`src/design/utf8_stream_validator_top_defines.svh`:
```
// Assertion macros shared by the validator's RTL files.
`ifndef UTF8_STREAM_VALIDATOR_TOP_DEFINES_SVH
`define UTF8_STREAM_VALIDATOR_TOP_DEFINES_SVH

// Check a property at every clock edge outside reset.
`define UTF8V_ASSERT(label, prop, msg) \
    label: assert property (@(posedge i_clk) disable iff (!i_rst_n) (prop)) else $error(msg);

// Check that a condition in one cycle leads to a consequence in the next.
`define UTF8V_ASSERT_NEXT(label, ante, cons, msg) \
    label: assert property (@(posedge i_clk) disable iff (!i_rst_n) \
        (ante) |=> (cons)) else $error(msg);

`endif

```
`src/design/utf8v_pkg.sv`:
```
// ----------------------------------------------------------------------------
// utf8v_pkg
// Types and constants of the UTF-8 stream validator.
// ----------------------------------------------------------------------------
package utf8v_pkg;

    localparam longint MAX_BUFFER_BYTES = 64'd65536;
    localparam logic [15:0] OFFSET_CAP =
        (MAX_BUFFER_BYTES > 64'd65536) ? 16'hFFFF : 16'(MAX_BUFFER_BYTES - 64'd1);

    localparam int QUEUE_DEPTH = 4;
    localparam int QPTR_W      = $clog2(QUEUE_DEPTH);

    localparam logic [20:0] CP_MIN_2     = 21'h00080;
    localparam logic [20:0] CP_MIN_3     = 21'h00800;
    localparam logic [20:0] CP_MIN_4     = 21'h10000;
    localparam logic [20:0] SURR_LO      = 21'h0D800;
    localparam logic [20:0] SURR_HI      = 21'h0DFFF;
    localparam logic [20:0] CP_MAX       = 21'h10FFFF;

    typedef enum logic [1:0] {
        KIND_CP  = 2'd0,
        KIND_ERR = 2'd1,
        KIND_END = 2'd2
    } t_kind;

    typedef enum logic [1:0] {
        TAIL_NONE,
        TAIL_ERR,
        TAIL_END
    } t_tail;

    // Results caused by one byte: an optional code point, then an optional
    // closing item (error or end-ok).
    typedef struct packed {
        logic        has_cp;
        logic [20:0] cp;
        t_tail       tail;
        logic [15:0] pos;
    } t_entry;

    // Sequence length from a lead byte; zero for a byte that cannot lead.
    function automatic logic [2:0] lead_length(input logic [7:0] b);
        logic [2:0] len;
        begin
            if (b[7] == 1'b0)               len = 3'd1;
            else if (b[7:5] == 3'b110)      len = 3'd2;
            else if (b[7:4] == 4'b1110)     len = 3'd3;
            else if (b[7:3] == 5'b11110)    len = 3'd4;
            else                            len = 3'd0;
            return len;
        end
    endfunction

endpackage

```
`src/design/utf8v_ifs.sv`:
```
// ----------------------------------------------------------------------------
// utf8v_ifs
// Valid/ready channels for raw bytes in and decode results out.
// ----------------------------------------------------------------------------
interface utf8v_in_if;
    logic       valid;
    logic       ready;
    logic [7:0] byte_in;
    logic       buffer_end;

    modport source (output valid, output byte_in, output buffer_end, input ready);
    modport sink   (input valid, input byte_in, input buffer_end, output ready);
endinterface

interface utf8v_out_if;
    logic        valid;
    logic        ready;
    logic [1:0]  kind;
    logic [20:0] code_point;
    logic [15:0] bad_position;
    logic        final_result;

    modport source (output valid, output kind, output code_point, output bad_position,
                    output final_result, input ready);
    modport sink   (input valid, input kind, input code_point, input bad_position,
                    input final_result, output ready);
endinterface

```
`src/design/utf8v_front.sv`:
```
// ----------------------------------------------------------------------------
// utf8v_front
// Byte decoder: tracks the open sequence and classifies each byte's results.
// ----------------------------------------------------------------------------
`include "utf8_stream_validator_top_defines.svh"

module utf8v_front import utf8v_pkg::*; (
    input  logic        i_clk,
    input  logic        i_rst_n,
    utf8v_in_if.sink    i_in,
    input  logic        i_full,
    output logic        o_push,
    output t_entry      o_entry
);

    logic [20:0] r_partial, n_partial;
    logic [2:0]  r_seqlen,  n_seqlen;
    logic [1:0]  r_owed,    n_owed;
    logic [15:0] r_cur_off, n_cur_off;
    logic [15:0] r_start,   n_start;
    logic        r_skip,    n_skip;

    logic        accept;
    logic [7:0]  b;
    logic        last;
    logic [2:0]  len;
    logic [20:0] shifted;
    logic [20:0] min_cp;
    logic        err;
    logic [15:0] err_pos;
    t_entry      ent;

    assign i_in.ready = !i_full;
    assign accept     = i_in.valid && !i_full;
    assign b          = i_in.byte_in;
    assign last       = i_in.buffer_end;
    assign len        = lead_length(b);
    assign shifted    = {r_partial[14:0], b[5:0]};

    always_comb begin
        case (r_seqlen)
            3'd2:    min_cp = CP_MIN_2;
            3'd3:    min_cp = CP_MIN_3;
            default: min_cp = CP_MIN_4;
        endcase
    end

    always_comb begin
        n_partial = r_partial;
        n_seqlen  = r_seqlen;
        n_owed    = r_owed;
        n_cur_off = r_cur_off;
        n_start   = r_start;
        n_skip    = r_skip;
        err       = 1'b0;
        err_pos   = '0;
        ent       = '0;
        ent.tail  = TAIL_NONE;

        if (accept) begin
            if (r_cur_off < OFFSET_CAP) begin
                n_cur_off = r_cur_off + 16'd1;
            end
            if (r_skip) begin
                // drop bytes until the buffer's final byte
                if (last) begin
                    n_cur_off = '0;
                    n_start   = '0;
                    n_skip    = 1'b0;
                end
            end else begin
                if (r_owed == 2'd0) begin
                    if (len == 3'd0) begin
                        err     = 1'b1;
                        err_pos = r_cur_off;
                    end else if (len == 3'd1) begin
                        ent.has_cp = 1'b1;
                        ent.cp     = {13'd0, b};
                    end else begin
                        if (len == 3'd2)      n_partial = {16'd0, b[4:0]};
                        else if (len == 3'd3) n_partial = {17'd0, b[3:0]};
                        else                  n_partial = {18'd0, b[2:0]};
                        n_seqlen = len;
                        n_owed   = 2'(len - 3'd1);
                        n_start  = r_cur_off;
                    end
                end else if (b[7:6] != 2'b10) begin
                    err     = 1'b1;
                    err_pos = r_start;
                end else begin
                    n_partial = shifted;
                    n_owed    = r_owed - 2'd1;
                    if (r_owed == 2'd1) begin
                        if (shifted < min_cp || (shifted >= SURR_LO && shifted <= SURR_HI)
                                || shifted > CP_MAX) begin
                            err     = 1'b1;
                            err_pos = r_start;
                        end else begin
                            ent.has_cp = 1'b1;
                            ent.cp     = shifted;
                        end
                        n_partial = '0;
                        n_seqlen  = '0;
                    end
                end

                // truncated sequence at the final byte
                if (!err && last && n_owed != 2'd0) begin
                    err     = 1'b1;
                    err_pos = n_start;
                end

                if (err) begin
                    ent.tail  = TAIL_ERR;
                    ent.pos   = err_pos;
                    n_partial = '0;
                    n_seqlen  = '0;
                    n_owed    = '0;
                    n_skip    = !last;
                    if (last) begin
                        n_cur_off = '0;
                        n_start   = '0;
                    end
                end else if (last) begin
                    ent.tail  = TAIL_END;
                    n_partial = '0;
                    n_seqlen  = '0;
                    n_owed    = '0;
                    n_cur_off = '0;
                    n_start   = '0;
                end
            end
        end
    end

    assign o_entry = ent;
    assign o_push  = accept && (ent.has_cp || ent.tail != TAIL_NONE);

    always_ff @(posedge i_clk) begin
        if (!i_rst_n) begin
            r_partial <= '0;
            r_seqlen  <= '0;
            r_owed    <= '0;
            r_cur_off <= '0;
            r_start   <= '0;
            r_skip    <= 1'b0;
        end else begin
            r_partial <= n_partial;
            r_seqlen  <= n_seqlen;
            r_owed    <= n_owed;
            r_cur_off <= n_cur_off;
            r_start   <= n_start;
            r_skip    <= n_skip;
        end
    end

    `UTF8V_ASSERT(a_owed_in_seq, (r_owed == 2'd0) || (r_seqlen >= 3'd2 && {1'b0, r_owed} < r_seqlen && !r_skip), "owed bytes outside an open sequence")
    `UTF8V_ASSERT(a_off_cap, r_cur_off <= OFFSET_CAP, "offset above its bound")

endmodule

```
`src/design/utf8v_queue.sv`:
```
// ----------------------------------------------------------------------------
// utf8v_queue
// Short FIFO of classified result entries between decoder and output stage.
// ----------------------------------------------------------------------------
`include "utf8_stream_validator_top_defines.svh"

module utf8v_queue import utf8v_pkg::*; (
    input  logic   i_clk,
    input  logic   i_rst_n,
    input  logic   i_push,
    input  t_entry i_entry,
    output logic   o_full,
    input  logic   i_pop,
    output t_entry o_entry,
    output logic   o_empty
);

    t_entry            r_mem [QUEUE_DEPTH];
    logic [QPTR_W-1:0] r_wr_ptr, n_wr_ptr;
    logic [QPTR_W-1:0] r_rd_ptr, n_rd_ptr;
    logic [QPTR_W:0]   r_count,  n_count;

    assign o_full  = (r_count == (QPTR_W+1)'(QUEUE_DEPTH));
    assign o_empty = (r_count == '0);
    assign o_entry = r_mem[r_rd_ptr];

    always_comb begin
        n_wr_ptr = i_push ? QPTR_W'(r_wr_ptr + 1'b1) : r_wr_ptr;
        n_rd_ptr = i_pop  ? QPTR_W'(r_rd_ptr + 1'b1) : r_rd_ptr;
        n_count  = r_count;
        if (i_push && !i_pop)      n_count = r_count + 1'b1;
        else if (!i_push && i_pop) n_count = r_count - 1'b1;
    end

    always_ff @(posedge i_clk) begin
        if (i_push) begin
            r_mem[r_wr_ptr] <= i_entry;
        end
    end

    always_ff @(posedge i_clk) begin
        if (!i_rst_n) begin
            r_wr_ptr <= '0;
            r_rd_ptr <= '0;
            r_count  <= '0;
        end else begin
            r_wr_ptr <= n_wr_ptr;
            r_rd_ptr <= n_rd_ptr;
            r_count  <= n_count;
        end
    end

    `UTF8V_ASSERT(a_full_ptrs, !o_full || (r_wr_ptr == r_rd_ptr), "full queue with unequal pointers")
    `UTF8V_ASSERT_NEXT(a_push_count, i_push && !i_pop, r_count == $past(r_count) + 1'b1, "push lost")

endmodule

```
`src/design/utf8v_back.sv`:
```
// ----------------------------------------------------------------------------
// utf8v_back
// Output stage: holds one entry and sends its results, one per transaction.
// ----------------------------------------------------------------------------
module utf8v_back import utf8v_pkg::*; (
    input  logic        i_clk,
    input  logic        i_rst_n,
    input  logic        i_empty,
    input  t_entry      i_entry,
    output logic        o_pop,
    utf8v_out_if.source o_out
);

    logic        r_pend_cp, n_pend_cp;
    t_tail       r_tail,    n_tail;
    logic [20:0] r_cp,      n_cp;
    logic [15:0] r_pos,     n_pos;

    logic valid;
    logic take;
    logic last_piece;

    assign valid      = r_pend_cp || (r_tail != TAIL_NONE);
    assign take       = valid && o_out.ready;
    assign last_piece = !r_pend_cp || (r_tail == TAIL_NONE);
    assign o_pop      = !i_empty && (!valid || (take && last_piece));

    always_comb begin
        n_pend_cp = r_pend_cp;
        n_tail    = r_tail;
        n_cp      = r_cp;
        n_pos     = r_pos;
        if (o_pop) begin
            n_pend_cp = i_entry.has_cp;
            n_tail    = i_entry.tail;
            n_cp      = i_entry.cp;
            n_pos     = i_entry.pos;
        end else if (take) begin
            if (r_pend_cp) n_pend_cp = 1'b0;
            else           n_tail    = TAIL_NONE;
        end
    end

    always_comb begin
        o_out.valid        = valid;
        o_out.final_result = !r_pend_cp;
        o_out.code_point   = r_pend_cp ? r_cp : '0;
        o_out.bad_position = (!r_pend_cp && r_tail == TAIL_ERR) ? r_pos : '0;
        if (r_pend_cp)               o_out.kind = KIND_CP;
        else if (r_tail == TAIL_ERR) o_out.kind = KIND_ERR;
        else                         o_out.kind = KIND_END;
    end

    always_ff @(posedge i_clk) begin
        r_cp  <= n_cp;
        r_pos <= n_pos;
    end

    always_ff @(posedge i_clk) begin
        if (!i_rst_n) begin
            r_pend_cp <= 1'b0;
            r_tail    <= TAIL_NONE;
        end else begin
            r_pend_cp <= n_pend_cp;
            r_tail    <= n_tail;
        end
    end

endmodule

```
`src/design/utf8_stream_validator_top.sv`:
```
// ----------------------------------------------------------------------------
// utf8_stream_validator_top
// UTF-8 decoder and validator for a byte stream split into buffers.
// ----------------------------------------------------------------------------
// Feed one byte per transaction on i_in, with buffer_end set on the buffer's
// last byte. The block accepts one byte every clock cycle: the decoder works
// on the byte in the cycle it is accepted and writes its results into a
// four-entry queue. Results leave on o_out one per transaction, so a byte
// that yields two results (a code point that closes a clean buffer, followed
// by the end-ok item) takes two transactions on the output port; the queue
// absorbs such bursts and output stalls, and i_in.ready drops only when it
// is full. Each well-formed sequence yields a code point (kind 0). The first
// malformed sequence of a buffer yields one error item (kind 1) with the
// byte offset of its lead byte and final_result set; the rest of that buffer
// is consumed silently. A clean buffer closes with an end-ok item (kind 2).
// Offsets restart at zero for every buffer and saturate at 0xFFFF.
// ----------------------------------------------------------------------------
module utf8_stream_validator_top import utf8v_pkg::*; (
    input  logic        i_clk,
    input  logic        i_rst_n,
    utf8v_in_if.sink    i_in,
    utf8v_out_if.source o_out
);

    // decoder -> queue
    logic   push;
    t_entry push_entry;
    logic   full;

    // queue -> output stage
    logic   pop;
    t_entry pop_entry;
    logic   empty;

    // Classify each accepted byte and advance the sequence state.
    utf8v_front u_front (
        .i_clk   (i_clk),
        .i_rst_n (i_rst_n),
        .i_in    (i_in),
        .i_full  (full),
        .o_push  (push),
        .o_entry (push_entry)
    );

    // Hold classified results until the output stage takes them.
    utf8v_queue u_queue (
        .i_clk   (i_clk),
        .i_rst_n (i_rst_n),
        .i_push  (push),
        .i_entry (push_entry),
        .o_full  (full),
        .i_pop   (pop),
        .o_entry (pop_entry),
        .o_empty (empty)
    );

    // Send each entry's results in order, code point first.
    utf8v_back u_back (
        .i_clk   (i_clk),
        .i_rst_n (i_rst_n),
        .i_empty (empty),
        .i_entry (pop_entry),
        .o_pop   (pop),
        .o_out   (o_out)
    );

endmodule

```
`src/flat_wrapper.sv`:
```
// flat-port wrapper written by rule: the top's interface ports become plain ports
module utf8_stream_validator_top_flat import utf8v_pkg::*;
  (i_clk, i_rst_n, i_in_valid, i_in_byte_in, i_in_buffer_end, i_in_ready, o_out_valid, o_out_kind, o_out_code_point, o_out_bad_position, o_out_final_result, o_out_ready);
  utf8v_in_if i_in_i ();
  utf8v_out_if o_out_i ();
  input  logic i_clk;
  input  logic i_rst_n;
  input wire logic [$bits(i_in_i.valid)-1:0] i_in_valid;
  input wire logic [$bits(i_in_i.byte_in)-1:0] i_in_byte_in;
  input wire logic [$bits(i_in_i.buffer_end)-1:0] i_in_buffer_end;
  output wire logic [$bits(i_in_i.ready)-1:0] i_in_ready;
  output wire logic [$bits(o_out_i.valid)-1:0] o_out_valid;
  output wire logic [$bits(o_out_i.kind)-1:0] o_out_kind;
  output wire logic [$bits(o_out_i.code_point)-1:0] o_out_code_point;
  output wire logic [$bits(o_out_i.bad_position)-1:0] o_out_bad_position;
  output wire logic [$bits(o_out_i.final_result)-1:0] o_out_final_result;
  input wire logic [$bits(o_out_i.ready)-1:0] o_out_ready;
  assign i_in_i.valid = i_in_valid;
  assign i_in_i.byte_in = i_in_byte_in;
  assign i_in_i.buffer_end = i_in_buffer_end;
  assign i_in_ready = i_in_i.ready;
  assign o_out_valid = o_out_i.valid;
  assign o_out_kind = o_out_i.kind;
  assign o_out_code_point = o_out_i.code_point;
  assign o_out_bad_position = o_out_i.bad_position;
  assign o_out_final_result = o_out_i.final_result;
  assign o_out_i.ready = o_out_ready;
  utf8_stream_validator_top u_core (.i_clk(i_clk), .i_rst_n(i_rst_n), .i_in(i_in_i), .o_out(o_out_i));
endmodule
```
`config.mk`:
```
export PLATFORM = sky130hd
export DESIGN_NAME = utf8_stream_validator_top_flat
export DESIGN_NICKNAME = d
export VERILOG_FILES = /design/src/design/utf8v_pkg.sv /design/src/design/utf8v_ifs.sv /design/src/design/utf8v_front.sv /design/src/design/utf8v_queue.sv /design/src/design/utf8v_back.sv /design/src/design/utf8_stream_validator_top.sv /design/src/flat_wrapper.sv
export VERILOG_INCLUDE_DIRS = /design/src /design/src/design
export SDC_FILE = /design/constraint.sdc
export NUM_CORES = 1
export LEC_CHECK = 0
export BUFFER_PORTS_ARGS = -buffer_cell sky130_fd_sc_hd__buf_2
export CAP_MARGIN = 0
export CORE_MARGIN = 5
export CORE_UTILIZATION = 45
export CTS_CLUSTER_SIZE = 24
export DETAILED_ROUTE_END_ITERATION = 6
export PLACE_DENSITY_LB_ADDON = 0.3
export SETUP_SLACK_MARGIN = 0.05
export SKIP_CTS_REPAIR_TIMING = 1
export SYNTH_ARGS = -nofsm -noshare
export SYNTH_HDL_FRONTEND = slang
export SYNTH_HIERARCHICAL = 1
export SYNTH_SLANG_ARGS = --single-unit
```
`constraint.sdc`:
```
create_clock -name i_clk -period 5.3 [get_ports i_clk]
set_input_delay 0.53 -clock i_clk [delete_from_list [all_inputs] [get_ports i_clk]]
set_output_delay 0.53 -clock i_clk [all_outputs]
set_load 0.1 [all_outputs]
```
==> metrics.cfg <==
[power]
powerDensity_mw_per_mm2=508
power_mw=6.14
p_leak_nw=4.21
max-vdd-ir-drop_v=0.000463

[global_route]
grt_use_total=0.156
grt-ovfl-total=0
antenna_found_initial=0
met2_usage=0.259
grt_first_pass_wirelength_microns=33300
met1_usage=0.216
top_usage_layer=met2
grt_pass1_vias=6105
grtUsageMet3=0.0277
grt_max_degree=45

[cells_and_area]
drive_gt1_frac=0.189
fill_cells=1961
area_growth_pct=12.0
finish.utilization=0.514
design_area_sq_mm=0.0121
nets=793
n_antenna_cell=0

[placement]
placedInstanceArea_sq_mm=0.0113
port_buffers=54
dpl.hpwl_microns=13500
gp_congestion=0.862

[sta]
rsz0062_at_grt=false
holdWs_ns=0.293
fmax_mhz=247
setup_tns_ns=0
finClkSkew_ns=0.00911
hold_viol=0
min_period_over_period=0.763
drv_slew=0
max-slew-margin-rel=0.242
setup_viol=0
period_needed_ns=4.05
worst_slew_pin_slew_ns=1.14

[clock_network]
cts_max_level=1
cts_tree=done
clockBufferDepth=3
clock_sinks=262
worstSkewPairLatency_ns=0.52
cts-buffers-inserted=26
ctsRootBufferMaster=clkbuf_16
path_clk_slew_ns=0.06

[synth]
synthCells=709
synth_area_sq_mm=0.0108
synth.net_count=737
synthArstFlopShare=0
synth_cell_types=63
synth.most_common_cell=edfxtp_1
synth_edf_count=197
ys_top_cells_by_area=edfxtp_1, dfxtp_1, mux4_2
synth_common_cells=edfxtp_1, dfxtp_1, and2_1
ys_seq_area_frac=0.669
synth_flop_cell=edfxtp_1
ys_ff_latch=262
synth_top_area_share=0.548
avgSynthCellArea_sq_um=15.2
yosys_warnings=6
yosys.area.top_type=edfxtp_1

[worst_setup_path]
end_kind=flop
path_max_fanout=21
crit_path_start_kind=flop
crit_required_ns=5.72
crit_type=flop to flop
crit_arrival_ns=4.47

[detailed_routing]
drtIter0Drc=333
wirelength_microns=20900
drt_pass1_iterations=5
antenna_left=0
vias_per_cell=5.48
route.detailed.drc=0
wl_per_cell_microns=19.0
vias=6045

[floorplanning]
start_util=0.459
ios=55
coreArea_sq_mm=0.0235
die_y_microns=165
placementRows=56
die-width_microns=165
die_area_sq_mm=0.0272

[run_status]
status=finished, final reports clean

[flow_run]
maxCapViolations=0

[min_path]
min_path_type=primary input to flop

==> through the flow <==
step / std cells / setup WS (ns)
3_3_place_gp: 1056 / 1.43
2_1_floorplan: 709 / 0.899
5_1_grt: 1103 / 0.933
4_1_cts: 1103 / 1.33
6_report: 1103 / 1.25
3_5_place_dp: 1056 / 1.37
==> worst max-delay path, cell delays in order (launching register included) <==
cell	delay, ns
dfxtp_1	0.41
inv_1	0.07
ha_1	0.44
nor3b_1	0.54
nand2_1	0.11
a21oi_1	0.13
buf_4	0.21
a21oi_1	0.08
a31oi_1	0.52
ha_1	0.28
inv_1	0.06
fa_1	0.37
xor2_1	0.17
or3_1	0.33
a21boi_0	0.24
==> routing by layer <==
metal | share of wire | vias up | routed length [microns]
met4 | 0.017 | 0 | 350
met1 | 0.44 | 3045 | 9210
met5 | 0 | - | 0
li1 | - | 2814 | -
met3 | 0.061 | 27 | 1280
met2 | 0.48 | 159 | 10100
==> cell type report <==
cell class | count | area (sq um) | area share
clock buffers | 32 | 694 | 0.0574
clock inverters | 15 | 93.8 | 0.00776
inverters | 21 | 78.8 | 0.00652
multi-input cells | 396 | 3310 | 0.273
flip-flops and latches | 262 | 7220 | 0.597
well taps | 319 | 399 | 0.0330
repair buffers | 58 | 300 | 0.0248
==> cell usage in the layout, fill, tap and decap left out, types with 14 or more instances in the layout <==
cell type / n
edfxtp_1: 197
nand2_1: 30
clkbuf_16: 27
a22o_1: 26
a22oi_1: 21
mux4_2: 40
and2_1: 44
a21oi_1: 15
and3_1: 18
ha_1: 14
nor2b_1: 36
buf_2: 54
inv_1: 20
nor2_1: 33
dfxtp_1: 64
==> registers in the layout, summed over array words and instances, names as in the netlist, 3 cells and up, named ones only <==
name	cells
u_core/u_back/r_cp	21
u_core/u_back/r_pos	16
u_core/u_front/r_cur_off	16
u_core/u_front/r_partial	15
u_core/u_front/r_seqlen	3
u_core/u_front/r_start	16
u_core/u_queue/r_count	3
u_core/u_queue/r_mem	160
==> where the power goes <==
group / leakage, nW / switching, mW / internal (mW)
registers: 2.33 / 0.142 / 2.59
logic: 1.50 / 1.26 / 0.462
clock network: 0.382 / 0.713 / 0.973
==> path summary, 6_finish.rpt <==
| check | from | endpoint | slack [ns] | depth (start not counted) |
|---|---|---|---|---|
| max | u_core/u_front/r_owed[0] | u_core/u_queue/r_count[2] | 1.25 | 14 |
| min | i_in_byte_in[1] | u_core/u_front/r_partial[1] | 0.29 | 3 |
| max reg2reg | u_core/u_front/r_owed[0] | u_core/u_queue/r_count[2] | 1.25 | 14 |
| min reg2reg | u_core/u_front/r_skip | u_core/u_front/r_skip | 0.50 | 2 |
==> logic make-up after synthesis <==
| logic type | share of synthesized area |
|---|---|
| flip-flops | 0.669 |
| buffers and inverters | 0.0268 |
| XOR/XNOR | 0.0138 |
| AND/OR/NAND/NOR | 0.112 |
| multiplexers | 0.0901 |
| adder cells (fa/ha/maj) | 0.0181 |
| AO/OA/AOI/OAI | 0.0708 |
No activity file was read; power rests on OpenSTA's default activity.
